===== config.mk =====
export PLATFORM = sky130hd
export DESIGN_NAME = led_fade_flash_controller
export DESIGN_NICKNAME = d
export VERILOG_FILES = /design/src/rtl/core/lffc_pkg.sv /design/src/rtl/core/led_fade_flash_controller.sv /design/src/rtl/core/lffc_regs.sv /design/src/rtl/core/lffc_engine.sv
export SDC_FILE = /design/constraint.sdc
export NUM_CORES = 1
export LEC_CHECK = 0
export BUFFER_PORTS_ARGS = -buffer_cell sky130_fd_sc_hd__buf_2
export CORE_ASPECT_RATIO = 0.7
export CORE_MARGIN = 2
export CORE_UTILIZATION = 50
export DETAILED_ROUTE_END_ITERATION = 8
export PLACE_DENSITY = 0.81
export SYNTH_ARGS = -nofsm -noshare
export SYNTH_HDL_FRONTEND = slang
export SYNTH_SLANG_ARGS = --single-unit

===== constraint.sdc =====
create_clock -name clk -period 16.27 [get_ports clk]
set_input_delay 1.627 -clock clk [delete_from_list [all_inputs] [get_ports clk]]
set_output_delay 1.627 -clock clk [all_outputs]
set_load 0.02 [all_outputs]

===== src/rtl/core/lffc_pkg.sv =====
// Shared types and codes for the LED fade and flash controller.
// Used by lffc_regs, lffc_engine and led_fade_flash_controller; depends on nothing.
package lffc_pkg;

  typedef enum logic [2:0] {
    REQ_TICK  = 3'd0,
    REQ_SET   = 3'd1,
    REQ_STEP  = 3'd2,
    REQ_FADE  = 3'd3,
    REQ_DARK  = 3'd4,
    REQ_FLASH = 3'd5,
    REQ_ON    = 3'd6,
    REQ_OFF   = 3'd7
  } req_type_t;

  typedef enum logic [1:0] {
    REG_PWM_MODE    = 2'd0,
    REG_MAX_LEVEL   = 2'd1,
    REG_BLINK_TICKS = 2'd2,
    REG_FADE_TICKS  = 2'd3
  } reg_idx_t;

  localparam logic        PWM_MODE_RST    = 1'b1;
  localparam logic [15:0] MAX_LEVEL_RST   = 16'd255;
  localparam logic [15:0] BLINK_TICKS_RST = 16'd100;
  localparam logic [15:0] FADE_TICKS_RST  = 16'd1;
  localparam logic [15:0] ELAPSED_MAX     = 16'hFFFF;

  typedef struct packed {
    logic        pwm_mode;
    logic [15:0] max_level;
    logic [15:0] blink_ticks;
    logic [15:0] fade_ticks;
  } cfg_t;

  typedef struct packed {
    req_type_t          req_type;
    logic [15:0]        level_value;
    logic signed [16:0] step_value;
    logic [7:0]         flash_count;
  } req_t;

  typedef struct packed {
    logic [15:0] drive_level;
    logic        drive_written;
    logic        accepted;
    logic        busy_flag;
    logic [15:0] current_level;
    logic [15:0] target_level;
  } res_t;

endpackage


===== src/rtl/core/led_fade_flash_controller.sv =====
// Top level of the LED fade and flash controller: request register, engine, result register.
// Depends on lffc_pkg, lffc_regs and lffc_engine.
//
//  channel  | group               | payload
//  ---------+---------------------+---------------------------------------------
//  requests | s_tvalid/s_tready   | s_tuser: req_type; s_tdata: level, step, count
//  results  | m_tvalid/m_tready   | m_tdata: drive, flags, current and target
//  config   | psel/penable/pwrite | four 32-bit registers at byte 0, 4, 8, 12
//
// A request is accepted into the request register and passes through the engine
// into the result register, from which its result is offered on m_tdata.
// One request is accepted every cycle while results are taken.
// Reset (rst, synchronous) clears valid flags and engine state, loads register defaults.
// A stalled result holds the engine and the request register at once; s_tready
// falls in the same cycle when both registers are full.
module led_fade_flash_controller #(
  parameter int LEVEL_BITS = 16
) (
  input  logic        clk,
  input  logic        rst,
  input  logic        s_tvalid,
  output logic        s_tready,
  input  logic [47:0] s_tdata,   // level_value[15:0], step_value[32:16], flash_count[40:33]
  input  logic [2:0]  s_tuser,   // req_type[2:0]
  output logic        m_tvalid,
  input  logic        m_tready,
  output logic [55:0] m_tdata,   // drive_level[15:0], drive_written[16], accepted[17],
                                 // busy_flag[18], current_level[34:19], target_level[50:35]
  input  logic        psel,
  input  logic        penable,
  input  logic        pwrite,
  input  logic [3:0]  paddr,
  input  logic [31:0] pwdata,
  output logic [31:0] prdata,
  output logic        pready
);

  lffc_pkg::cfg_t cfg;
  lffc_pkg::req_t req;
  lffc_pkg::res_t res;
  lffc_pkg::res_t res_q;
  logic           req_valid;
  logic           advance;

  lffc_regs u_regs (
    .clk     (clk),
    .rst     (rst),
    .psel    (psel),
    .penable (penable),
    .pwrite  (pwrite),
    .paddr   (paddr),
    .pwdata  (pwdata),
    .prdata  (prdata),
    .pready  (pready),
    .cfg     (cfg)
  );

  lffc_engine #(
    .LEVEL_BITS (LEVEL_BITS)
  ) u_engine (
    .clk (clk),
    .rst (rst),
    .go  (advance),
    .req (req),
    .cfg (cfg),
    .res (res)
  );

  assign advance  = req_valid && (!m_tvalid || m_tready);
  assign s_tready = !req_valid || advance;

  always_ff @(posedge clk) begin
    if (rst) begin
      req_valid <= 1'b0;
    end else if (s_tready) begin
      req_valid <= s_tvalid;
    end
  end

  always_ff @(posedge clk) begin
    if (s_tvalid && s_tready) begin
      req.req_type    <= lffc_pkg::req_type_t'(s_tuser);
      req.level_value <= s_tdata[15:0];
      req.step_value  <= $signed(s_tdata[32:16]);
      req.flash_count <= s_tdata[40:33];
    end
  end

  always_ff @(posedge clk) begin
    if (rst) begin
      m_tvalid <= 1'b0;
    end else if (advance) begin
      m_tvalid <= 1'b1;
    end else if (m_tready) begin
      m_tvalid <= 1'b0;
    end
  end

  always_ff @(posedge clk) begin
    if (advance) begin
      res_q <= res;
    end
  end

  assign m_tdata = {5'd0, res_q.target_level, res_q.current_level, res_q.busy_flag,
                    res_q.accepted, res_q.drive_written, res_q.drive_level};

  // A request that enters the engine always shows up as a result next cycle.
  a_advance_gives_result: assert property (@(posedge clk) disable iff (rst)
    advance |=> m_tvalid)
    else $error("processed request produced no result");

  // A held request keeps its payload until the engine takes it.
  a_held_request_stable: assert property (@(posedge clk) disable iff (rst)
    req_valid && !advance |=> req_valid && $stable(req))
    else $error("held request was lost or changed");

  // Backpressure reaches the input only when both stages are full and stalled.
  a_ready_low_only_when_full: assert property (@(posedge clk) disable iff (rst)
    !s_tready |-> req_valid && m_tvalid && !m_tready)
    else $error("input stalled without a full pipeline");

endmodule


===== src/rtl/core/lffc_regs.sv =====
// Configuration register file with an APB-style write and read port.
// Depends on lffc_pkg for the register indexes, reset values and cfg_t.
module lffc_regs (
  input  logic                clk,
  input  logic                rst,
  input  logic                psel,
  input  logic                penable,
  input  logic                pwrite,
  input  logic [3:0]          paddr,
  input  logic [31:0]         pwdata,
  output logic [31:0]         prdata,
  output logic                pready,
  output lffc_pkg::cfg_t      cfg
);

  logic              wr_en;
  lffc_pkg::reg_idx_t idx;

  assign pready = 1'b1;
  assign wr_en  = psel && penable && pwrite && pready;
  assign idx    = lffc_pkg::reg_idx_t'(paddr[3:2]);

  always_ff @(posedge clk) begin
    if (rst) begin
      cfg.pwm_mode    <= lffc_pkg::PWM_MODE_RST;
      cfg.max_level   <= lffc_pkg::MAX_LEVEL_RST;
      cfg.blink_ticks <= lffc_pkg::BLINK_TICKS_RST;
      cfg.fade_ticks  <= lffc_pkg::FADE_TICKS_RST;
    end else if (wr_en) begin
      case (idx)
        lffc_pkg::REG_PWM_MODE:    cfg.pwm_mode    <= pwdata[0];
        lffc_pkg::REG_MAX_LEVEL:   cfg.max_level   <= pwdata[15:0];
        lffc_pkg::REG_BLINK_TICKS: cfg.blink_ticks <= pwdata[15:0];
        lffc_pkg::REG_FADE_TICKS:  cfg.fade_ticks  <= pwdata[15:0];
        default: ;
      endcase
    end
  end

  always_comb begin
    case (idx)
      lffc_pkg::REG_PWM_MODE:    prdata = {31'd0, cfg.pwm_mode};
      lffc_pkg::REG_MAX_LEVEL:   prdata = {16'd0, cfg.max_level};
      lffc_pkg::REG_BLINK_TICKS: prdata = {16'd0, cfg.blink_ticks};
      lffc_pkg::REG_FADE_TICKS:  prdata = {16'd0, cfg.fade_ticks};
      default:                   prdata = 32'd0;
    endcase
  end

endmodule


===== src/rtl/core/lffc_engine.sv =====
// Controller state and the single-pass update for one request.
// Depends on lffc_pkg for req_t, cfg_t, res_t and the request codes.
module lffc_engine #(
  parameter int LEVEL_BITS = 16
) (
  input  logic           clk,
  input  logic           rst,
  input  logic           go,
  input  lffc_pkg::req_t req,
  input  lffc_pkg::cfg_t cfg,
  output lffc_pkg::res_t res
);

  localparam int LW = LEVEL_BITS;

  logic [LW-1:0] level, level_next;
  logic [LW-1:0] target, target_next;
  logic [LW-1:0] driven, driven_next;
  logic [8:0]    dark, dark_next;
  logic [8:0]    bright, bright_next;
  logic [15:0]   elapsed, elapsed_next;
  logic          busy, busy_next;
  logic          wrote;
  logic          ok;

  logic [LW-1:0]      full;
  logic [LW-1:0]      val;
  logic [15:0]        elapsed_inc;
  logic [7:0]         count_eff;
  logic [8:0]         half_periods;
  logic signed [18:0] sum;
  logic signed [18:0] top;
  logic [LW-1:0]      step_target;

  assign full        = cfg.max_level[LW-1:0];
  assign val         = req.level_value[LW-1:0];
  assign elapsed_inc = (elapsed < lffc_pkg::ELAPSED_MAX) ? elapsed + 16'd1 : elapsed;
  assign count_eff   = (req.flash_count == 8'd0) ? 8'd1 : req.flash_count;
  // 2n-1 written as (n-1) with a one shifted in below.
  assign half_periods = {count_eff - 8'd1, 1'b1};

  assign sum = $signed({3'b000, 16'(target)}) + 19'(req.step_value);
  assign top = $signed({3'b000, 16'(full)});

  always_comb begin
    if (sum < 19'sd0) begin
      step_target = '0;
    end else if (sum > top) begin
      step_target = full;
    end else begin
      step_target = sum[LW-1:0];
    end
  end

  always_comb begin
    level_next   = level;
    target_next  = target;
    driven_next  = driven;
    dark_next    = dark;
    bright_next  = bright;
    elapsed_next = elapsed;
    busy_next    = busy;
    wrote        = 1'b0;
    ok           = 1'b0;
    case (req.req_type)
      lffc_pkg::REQ_TICK: begin
        elapsed_next = elapsed_inc;
        if (dark != 9'd0) begin
          if (elapsed_inc >= cfg.blink_ticks) begin
            driven_next  = !dark[0] ? '0 : (cfg.pwm_mode ? level : full);
            wrote        = 1'b1;
            dark_next    = dark - 9'd1;
            elapsed_next = '0;
            busy_next    = 1'b1;
          end
        end else if (bright != 9'd0) begin
          if (elapsed_inc >= cfg.blink_ticks) begin
            driven_next  = !bright[0] ? full : (cfg.pwm_mode ? level : '0);
            wrote        = 1'b1;
            bright_next  = bright - 9'd1;
            elapsed_next = '0;
            busy_next    = 1'b1;
          end
        end else if (cfg.pwm_mode && level != target) begin
          if (elapsed_inc >= cfg.fade_ticks) begin
            level_next   = (target > level) ? level + LW'(1) : level - LW'(1);
            driven_next  = level_next;
            wrote        = 1'b1;
            elapsed_next = '0;
          end
          busy_next = 1'b1;
        end else if (level != target) begin
          // In on/off mode a pending target snaps the LED fully on or off.
          level_next  = (target > level) ? full : '0;
          target_next = level_next;
          driven_next = level_next;
          wrote       = 1'b1;
          busy_next   = 1'b1;
        end else begin
          busy_next = 1'b0;
        end
      end
      lffc_pkg::REQ_SET: begin
        if (level != val) begin
          level_next  = val;
          target_next = val;
          driven_next = val;
          wrote       = 1'b1;
          ok          = 1'b1;
        end
      end
      lffc_pkg::REQ_STEP: begin
        target_next = step_target;
        if (step_target != level) begin
          elapsed_next = '0;
          ok           = 1'b1;
        end
      end
      lffc_pkg::REQ_FADE: begin
        target_next = val;
        ok          = (val != level);
      end
      lffc_pkg::REQ_DARK: begin
        if (level != '0) begin
          dark_next    = half_periods;
          driven_next  = '0;
          wrote        = 1'b1;
          elapsed_next = '0;
          ok           = 1'b1;
        end
      end
      lffc_pkg::REQ_FLASH: begin
        if (level != full) begin
          bright_next  = half_periods;
          driven_next  = full;
          wrote        = 1'b1;
          elapsed_next = '0;
          ok           = 1'b1;
        end
      end
      lffc_pkg::REQ_ON: begin
        level_next  = full;
        target_next = full;
        driven_next = full;
        wrote       = 1'b1;
        ok          = 1'b1;
      end
      lffc_pkg::REQ_OFF: begin
        level_next  = '0;
        target_next = '0;
        driven_next = '0;
        wrote       = 1'b1;
        ok          = 1'b1;
      end
      default: ;
    endcase
  end

  always_ff @(posedge clk) begin
    if (rst) begin
      level   <= '0;
      target  <= '0;
      driven  <= '0;
      dark    <= '0;
      bright  <= '0;
      elapsed <= '0;
      busy    <= 1'b0;
    end else if (go) begin
      level   <= level_next;
      target  <= target_next;
      driven  <= driven_next;
      dark    <= dark_next;
      bright  <= bright_next;
      elapsed <= elapsed_next;
      busy    <= busy_next;
    end
  end

  assign res.drive_level   = 16'(driven_next);
  assign res.drive_written = wrote;
  assign res.accepted      = ok;
  assign res.busy_flag     = busy_next;
  assign res.current_level = 16'(level_next);
  assign res.target_level  = 16'(target_next);

  // The drive level changes only on a request that reports a rewrite.
  a_drive_only_on_write: assert property (@(posedge clk) disable iff (rst)
    go && !wrote |=> $stable(driven))
    else $error("drive level changed without a rewrite");

  // Only a flash or dark request or a tick can leave a flash sequence pending.
  a_flash_source: assert property (@(posedge clk) disable iff (rst)
    go && (req.req_type == lffc_pkg::REQ_SET || req.req_type == lffc_pkg::REQ_FADE)
    |=> $stable(dark) && $stable(bright))
    else $error("flash counters moved on a level request");

  // Without a request in the engine the controller state holds.
  a_idle_holds_state: assert property (@(posedge clk) disable iff (rst)
    !go |=> $stable(level) && $stable(target) && $stable(elapsed))
    else $error("controller state moved without a request");

endmodule


==> results_dict.tcl, run 1 <==
set metrics [dict create \
    cts-root-to-sink-buffers 3 \
    detailedRoute.firstIterationViolations 2934 \
    dpl_cell_area_um2 17900 \
    post_drt_wl_per_cell_um 27.4 \
    worst_path_dominant_cell_family "compound AO/OA/AOI/OAI gates" \
    synth_enable_flop_cells 95 \
    flow.area_growth_from_synthesis_pct 10.8 \
    power.density_nw_per_um2 103 \
    comb_power_share_pct 33.2 \
    num_io_pins 185 \
    layout_min_cycle_time_ns 7.26 \
    floorplan.initialDensity_pct 50.8 \
    post_route_cells_drive_above_1_share_pct 12.4 \
    p_seq_share_pct 33.9 \
    drc 0 \
    grt_max_degree 84 \
    hold_class "register to register" \
    power.static_leakage_nw 7.56 \
    clock-sinks 229 \
    nets 2407 \
    final_min_period_over_clock_period_pct 44.6 \
    row_count 56 \
    maxCapViolations 0 \
    synth.area.top_cells "sky130_fd_sc_hd__edfxtp_1 17%, sky130_fd_sc_hd__dfxtp_1 16%, sky130_fd_sc_hd__ha_1 7.2%" \
    grt_setup_unrepaired "false" \
    postCtsHoldBufs 0 \
    vdd.ir_drop.worst_mv 0.0777 \
    critical-path-max-stage-delay_ns 0.60 \
    clk_pin_slew_worst_paths_ns 0.07 \
    total_negative_slack_ns 0 \
    layout_setup_ws_ns 9.01 \
    fin_worst_skew_ns 0.0245 \
    clock.fmax_mhz 138 \
    yosysWarningCount 0 \
    place_hpwl_mm 52.2 \
    cp_data_arrival_time_ns 7.71 \
    worst_skew_pair.late_latency_ns 0.57 \
    critical_path.n_buffers_inverters 2 \
    synthFlopType "sky130_fd_sc_hd__dfxtp_1" \
    htree_levels 1 \
    core_area_um2 33500 \
    ant_nets 0 \
    first_pass_grt_wire_length_mm 105 \
    finalSetupViolCount 0 \
    place_ws_ns 9.34 \
    dieHeight_um 158 \
    net_load_switching_power_uw 736 \
    gr-usage-all-layers_pct 40.2 \
    max_slew.worst_pin.slew_ns 1.33 \
    endpoint_kind "register" \
    worst-setup-path-type "register to register" \
    vias 18000 \
    tritoncts "done" \
    die_w_um 224 \
    crit_path_cell_trace "inv_1, fa_1, nand2b_1, a21o_1, a211oi_1, nor2_1, xnor2_1, ha_1, nand3_1, a21oi_1, a211oi_1, o2111ai_1, a21oi_2, buf_4, mux2i_1, a2bb2o_1, o31a_1, or4_4, nand4_2, nor2_1, a32o_1" \
    finalMaxSlewViolations 0 \
    netSwitchingFraction_pct 38.1 \
    cts-root-buf "sky130_fd_sc_hd__clkbuf_16" \
    cp_startpoint_kind "register" \
    detailedRoute.firstPassIterationCount 8 \
    globalplace.congestion 1.04 \
    hold_vio_cnt_final 0 \
    cts.repair_timing.setup_buffer_count 0 \
    cts_buffers 25 \
    cts_repair_resize_count 0 \
    synth-seq-area-share_pct 32.5 \
    post-route-cell-area_um2 18800 \
    internal-power_mw 1.20 \
    critical_path_peak_fanout 14 \
    worst-endpoint-required_ns 16.72 \
    post-synth-top-area-fraction_pct 16.8 \
    netlist-cell-type-count 83 \
    cp_slowest_cell "sky130_fd_sc_hd__a21oi_2" \
    drt-total-wl_mm 73.2 \
    ys_ff_latch 229 \
    first_global_vias 16000 \
    synth.avg_cell_area_um2 7.89 \
    synth.largest_area_cell "sky130_fd_sc_hd__edfxtp_1" \
    fin_hold_ws_ns 0.457 \
    status "finished, final reports clean" \
    slew_headroom_pct 11.1 \
    synthesis.instances 2156 \
    design.die.area_um2 35500 \
    drt-vias-per-instance 6.74 \
    synthesis.area_um2 17000 \
    antenna_found_initial 1 \
    globalRoute.totalOverflow 0 \
    power.clock.fraction_pct 32.9 \
    port_buffer_cells 137 \
    asyncSetResetFlopFracSynth_pct 0 \
]
-- Yosys cell counts, types with 23 or more instances --
| cell | instances |
|---|---|
| sky130_fd_sc_hd__o21ai_0 | 169 |
| sky130_fd_sc_hd__xnor2_1 | 45 |
| sky130_fd_sc_hd__a211oi_1 | 31 |
| sky130_fd_sc_hd__a21o_1 | 37 |
| sky130_fd_sc_hd__o21a_1 | 24 |
| sky130_fd_sc_hd__edfxtp_1 | 95 |
| sky130_fd_sc_hd__buf_4 | 23 |
| sky130_fd_sc_hd__nor2_1 | 155 |
| sky130_fd_sc_hd__xor2_1 | 29 |
| sky130_fd_sc_hd__ha_1 | 98 |
| sky130_fd_sc_hd__dfxtp_1 | 134 |
| sky130_fd_sc_hd__nand2_1 | 282 |
| sky130_fd_sc_hd__a21oi_1 | 244 |
| sky130_fd_sc_hd__mux2i_1 | 35 |
| sky130_fd_sc_hd__inv_1 | 94 |
| sky130_fd_sc_hd__nand3_1 | 59 |
| sky130_fd_sc_hd__nor3_1 | 38 |
| sky130_fd_sc_hd__clkbuf_1 | 133 |
-- tightest hold or removal path, delay by kind of cell, from the launching register on --
family	cells	cell delay (ns)
flops	1	0.31
simple gates	1	0.05
compound gates	1	0.05
-- sequential cells by signal, indices dropped and copies added (netlist names) --
name              cells
req                  44
u_engine.driven      16
u_engine.elapsed     16
u_engine.level       16
req_valid             1
u_engine.bright       9
m_tdata              51
u_engine.dark         9
u_engine.target      16
u_engine.busy         1
u_regs.cfg           49
m_tvalid              1
-- per-layer routing --
| layer | global-route usage [%] | wire length (µm) | vias to the layer above | part of all wire, % |
|---|---|---|---|---|
| met1 | 58.8 | 30900 | 8485 | 42 |
| met2 | 54.5 | 28000 | 1346 | 38 |
| met5 | 0 | 0 | - | 0 |
| li1 | - | - | 7958 | - |
| met4 | 15.3 | 3080 | 0 | 4.2 |
| met3 | 12.6 | 11200 | 184 | 15 |
-- power by group through the flow --
stage | Clock [mW] | Sequential, mW | Combinational [mW]
after floorplan | 0 | 0.666 | 0.387
after global routing | 0.659 | 0.656 | 0.669
final | 0.635 | 0.656 | 0.642
after CTS | 0.639 | 0.654 | 0.606
after global placement | 0 | 0.665 | 0.593
after detailed placement | 0 | 0.666 | 0.601
-- layout make-up --
| type | count | area, µm² |
|---|---|---|
| fill | 3098 | 14600 |
| multi-input combinational | 1677 | 10500 |
| sequential | 229 | 5540 |
| timing repair buffer | 184 | 1040 |
| tap | 435 | 544 |
| clock buffer | 27 | 643 |
| inverter | 96 | 362 |
| antenna | 1 | 2.50 |
| clock inverter | 19 | 254 |
-- cell families (layout without fill, tap and decap cells) --
logic type               after synthesis  count (layout)  share of synthesized area (%)
AO/OA/AOI/OAI                        744             744                           28.3
AND/OR/NAND/NOR                      693             693                           18.6
buffers and inverters                270             326                           6.58
flip-flops                           229             229                           32.5
adder cells (fa/ha/maj)              100             100                           7.44
XOR/XNOR                              74              74                           3.81
multiplexers                          44              44                           2.72
other                                  2              23                         0.0441
-- cell usage in the layout (no fill, tap or decap), types with 10 or more instances in the layout --
cell,synthesis,layout
sky130_fd_sc_hd__nand2_1,282,282
sky130_fd_sc_hd__a21oi_1,244,244
sky130_fd_sc_hd__o21ai_0,169,169
sky130_fd_sc_hd__nor2_1,155,155
sky130_fd_sc_hd__buf_2,9,136
sky130_fd_sc_hd__dfxtp_1,134,134
sky130_fd_sc_hd__ha_1,98,98
sky130_fd_sc_hd__edfxtp_1,95,95
sky130_fd_sc_hd__inv_1,94,93
sky130_fd_sc_hd__nand3_1,59,59
sky130_fd_sc_hd__buf_4,23,48
sky130_fd_sc_hd__xnor2_1,45,45
sky130_fd_sc_hd__a21o_1,37,37
sky130_fd_sc_hd__nor3_1,38,37
sky130_fd_sc_hd__mux2i_1,35,35
sky130_fd_sc_hd__a211oi_1,31,30
sky130_fd_sc_hd__xor2_1,29,29
sky130_fd_sc_hd__clkbuf_16,0,25
sky130_fd_sc_hd__o21a_1,24,24
sky130_fd_sc_hd__and3_1,22,22
sky130_fd_sc_hd__o211ai_1,22,22
sky130_fd_sc_hd__nand2b_1,22,22
sky130_fd_sc_hd__conb_1,2,22
sky130_fd_sc_hd__a22o_1,19,19
sky130_fd_sc_hd__nand4_1,19,19
sky130_fd_sc_hd__and2_1,20,19
sky130_fd_sc_hd__nor2b_1,19,18
sky130_fd_sc_hd__a22oi_1,18,18
sky130_fd_sc_hd__nor4_1,16,15
sky130_fd_sc_hd__or3_1,14,14
sky130_fd_sc_hd__a31oi_1,13,13
sky130_fd_sc_hd__a31o_2,12,12
sky130_fd_sc_hd__a2bb2oi_1,10,10
sky130_fd_sc_hd__a221oi_1,10,10
-- metrics by stage --
stage	utilization [%]	power (mW)	std cells
2_1_floorplan	-	1.05	2176
3_3_place_gp	53.6	1.26	2621
3_5_place_dp	53.6	1.27	2621
4_1_cts	56.3	1.90	2667
5_1_grt	56.3	1.98	2667
6_report	56.3	1.93	2668
-- path summary, 6_finish.rpt --
| check | start | to | slack [ns] | cells past startpoint |
|---|---|---|---|---|
| setup reg to reg | u_engine.target[1] | u_engine.elapsed[6] | 9.01 | 21 |
| setup / recovery | u_engine.target[1] | u_engine.elapsed[6] | 9.01 | 21 |
| hold reg to reg | u_regs.cfg[29] | u_regs.cfg[29] | 0.46 | 2 |
| hold / removal | u_regs.cfg[29] | u_regs.cfg[29] | 0.46 | 2 |
Note: power is estimated with default switching activity, not from simulation.
==> run 2, diff against run 1 <==
--- a/config.mk
+++ b/config.mk
@@ -10,7 +10,7 @@
 export CORE_MARGIN = 2
 export CORE_UTILIZATION = 50
 export DETAILED_ROUTE_END_ITERATION = 8
-export PLACE_DENSITY = 0.81
+export PLACE_DENSITY = 0.83
 export SYNTH_ARGS = -nofsm -noshare
 export SYNTH_HDL_FRONTEND = slang
 export SYNTH_SLANG_ARGS = --single-unit
==> constraint.sdc (replaced) <==
create_clock -name clk -period 6.5 [get_ports clk]
set_input_delay 0.65 -clock clk [delete_from_list [all_inputs] [get_ports clk]]
set_output_delay 0.65 -clock clk [all_outputs]
set_load 0.02 [all_outputs]
==> results_dict.tcl, run 2 (same netlist as run 1, synthesis figures left out) <==
set metrics [dict create \
    status "finished, final reports clean" \
    cp_slowest_cell "sky130_fd_sc_hd__or4_4" \
    cts-root-to-sink-buffers 3 \
    antenna_found_initial 2 \
    detailedRoute.firstIterationViolations 3188 \
    globalplace.congestion 1.05 \
    layout_min_cycle_time_ns 6.28 \
    place_hpwl_mm 54.7 \
    flow.area_growth_from_synthesis_pct 11.7 \
    crit_path_cell_trace "ha_1, inv_1, fa_1, nand2b_1, a21o_1, a2111oi_0, nor3b_2, ha_1, nand3_1, or2_2, nor3_1, a21oi_1, a21oi_2, mux2i_1, a2bb2o_1, o31a_1, or4_4, nand4_2, nor2_1, a32o_1" \
    port_buffer_cells 137 \
    core_area_um2 33500 \
    critical_path_peak_fanout 10 \
    clock.fmax_mhz 159 \
    cts_buffers 24 \
    slew_headroom_pct 20.0 \
    max_slew.worst_pin.slew_ns 1.19 \
    first_pass_grt_wire_length_mm 107 \
    setup.reg_to_reg.worst_slack_ns 0.22 \
    maxCapViolations 0 \
    drt-total-wl_mm 74.5 \
    post_route_cells_drive_above_1_share_pct 13.6 \
    postCtsHoldBufs 0 \
    netSwitchingFraction_pct 38.9 \
    worst_skew_pair.late_latency_ns 0.56 \
    timing.rr.start "u_engine.target[0]" \
    ant_nets 0 \
    layout_commonest_cell "sky130_fd_sc_hd__nand2_1" \
    worst-setup-path-type "register to register" \
    htree_levels 1 \
    grt_max_degree 83 \
    total_negative_slack_ns 0 \
    cell_count_of_the_worst_hold_path 1 \
    rr_endpoint "u_engine.elapsed[3]" \
    vias 18200 \
    globalRoute.totalOverflow 0 \
    floorplan.initialDensity_pct 50.8 \
    grt_setup_unrepaired "false" \
    comb_power_share_pct 36.0 \
    drt-vias-per-instance 6.75 \
    tritoncts "done" \
    design.die.area_um2 35500 \
    largest_register_ffs 51 \
    cp_data_arrival_time_ns 6.71 \
    design_power_total_mw 4.69 \
    hold_path.startpoint "s_tdata[36]" \
    hold_vio_cnt_final 0 \
    crit_top_cell "sky130_fd_sc_hd__ha_1" \
    cts.repair_timing.setup_buffer_count 0 \
    post_drt_wl_per_cell_um 27.6 \
    post-route-cell-area_um2 19000 \
    clk_pin_slew_worst_paths_ns 0.06 \
    clock-sinks 229 \
    vdd.ir_drop.worst_mv 0.187 \
    dpl_cell_area_um2 18200 \
    whs_endpoint "req[3]" \
    detailedRoute.firstPassIterationCount 7 \
    final_min_period_over_clock_period_pct 96.6 \
    cts-root-buf "sky130_fd_sc_hd__clkbuf_16" \
    nets 2442 \
    power.density_nw_per_um2 247 \
    power.clock.fraction_pct 29.2 \
    first_global_vias 16400 \
    internal-power_mw 2.87 \
    finalSetupViolCount 0 \
    gr-usage-all-layers_pct 40.9 \
    net_load_switching_power_mw 1.83 \
    finalMaxSlewViolations 0 \
    p_seq_share_pct 34.8 \
    num_io_pins 185 \
    hold_class "input port to register" \
    dieHeight_um 158 \
    die_w_um 224 \
    cts_repair_resize_count 0 \
    worst_r2r_path_depth 20 \
    drc 0 \
    cp_startpoint_kind "register" \
    power.static_leakage_nw 7.70 \
    layout_common_cells "282 x sky130_fd_sc_hd__nand2_1, 244 x sky130_fd_sc_hd__a21oi_1, 169 x sky130_fd_sc_hd__o21ai_0, 155 x sky130_fd_sc_hd__nor2_1, 136 x sky130_fd_sc_hd__buf_2" \
    endpoint_kind "register" \
    critical-path-max-stage-delay_ns 0.59 \
    fin_worst_skew_ns 0.0208 \
    worst-endpoint-required_ns 6.93 \
    row_count 56 \
]
## run 2: cell types whose count changed in the layout (fill, tap and decap cells not counted), moves of 2 or more
cell,change
sky130_fd_sc_hd__buf_4,+36
sky130_fd_sc_hd__bufinv_16,-5
sky130_fd_sc_hd__inv_6,-5
sky130_fd_sc_hd__clkbuf_1,+4
sky130_fd_sc_hd__clkinvlp_4,-4
sky130_fd_sc_hd__a211oi_1,-2
sky130_fd_sc_hd__a211oi_2,+2
sky130_fd_sc_hd__clkinv_2,+2
sky130_fd_sc_hd__clkinv_4,+2
## run 2: cell type report
cell class	count	area, µm²
Clock buffer	33	697
Antenna cell	2	5.00
Sequential cell	229	5540
Clock inverter	11	67.6
Multi-Input combinational cell	1677	10500
Inverter	96	362
Timing Repair Buffer	220	1310
Tap cell	435	544
Fill cell	3059	14500
## run 2: critical path, delay by kind of cell (launching register included)
kind | cells | cell delay, ns
multiplexers | 1 | 0.42
AO/OA/AOI/OAI | 7 | 2.12
adder cells (fa/ha/maj) | 3 | 1.01
AND/OR/NAND/NOR | 8 | 2.12
flip-flops | 1 | 0.41
buffers and inverters | 1 | 0.08
## run 2: per-stage QoR
stage | hold slack, ns | std cells | utilization, % | setup slack (ns)
after floorplan | 0.436 | 2176 | - | 1.24
after global placement | 0.442 | 2657 | 54.4 | 0.289
final | 0.271 | 2703 | 56.7 | 0.221
after CTS | 0.251 | 2701 | 56.7 | 0.0843
after global routing | 0.259 | 2701 | 56.7 | 0.00756
after detailed placement | 0.450 | 2657 | 54.4 | 0.132
## run 2: how the worst max path moves through the flow
stage	from	end	slack [ns]
final	u_engine.target[0]	u_engine.elapsed[3]	0.22
after detailed placement	u_engine.target[0]	u_engine.elapsed[5]	0.13
after CTS	u_engine.target[0]	u_engine.elapsed[3]	0.08
after global routing	u_engine.target[0]	u_engine.elapsed[8]	0.008
after global placement	u_engine.target[0]	u_engine.elapsed[8]	0.29
after floorplan	u_engine.target[0]	u_engine.elapsed[0]	1.24
## run 2: power by group through the flow
stage               Combinational (mW)  Clock (mW)  Sequential (mW)
finish                            1.69        1.37             1.64
CTS                               1.59        1.39             1.63
global placement                  1.56           0             1.66
global route                      1.75        1.44             1.64
detailed placement                1.57           0             1.66
floorplan                        0.968           0             1.67
## run 2: metal layers
layer | GRT usage [%] | part of all wire (%) | vias up | routed length, µm
met1 | 58.5 | 42 | 8590 | 30900
met3 | 15.7 | 16 | 180 | 12100
met4 | 12.4 | 3.7 | 0 | 2730
met5 | 0 | 0 | - | 0
li1 | - | - | 8026 | -
met2 | 56.4 | 39 | 1449 | 28800
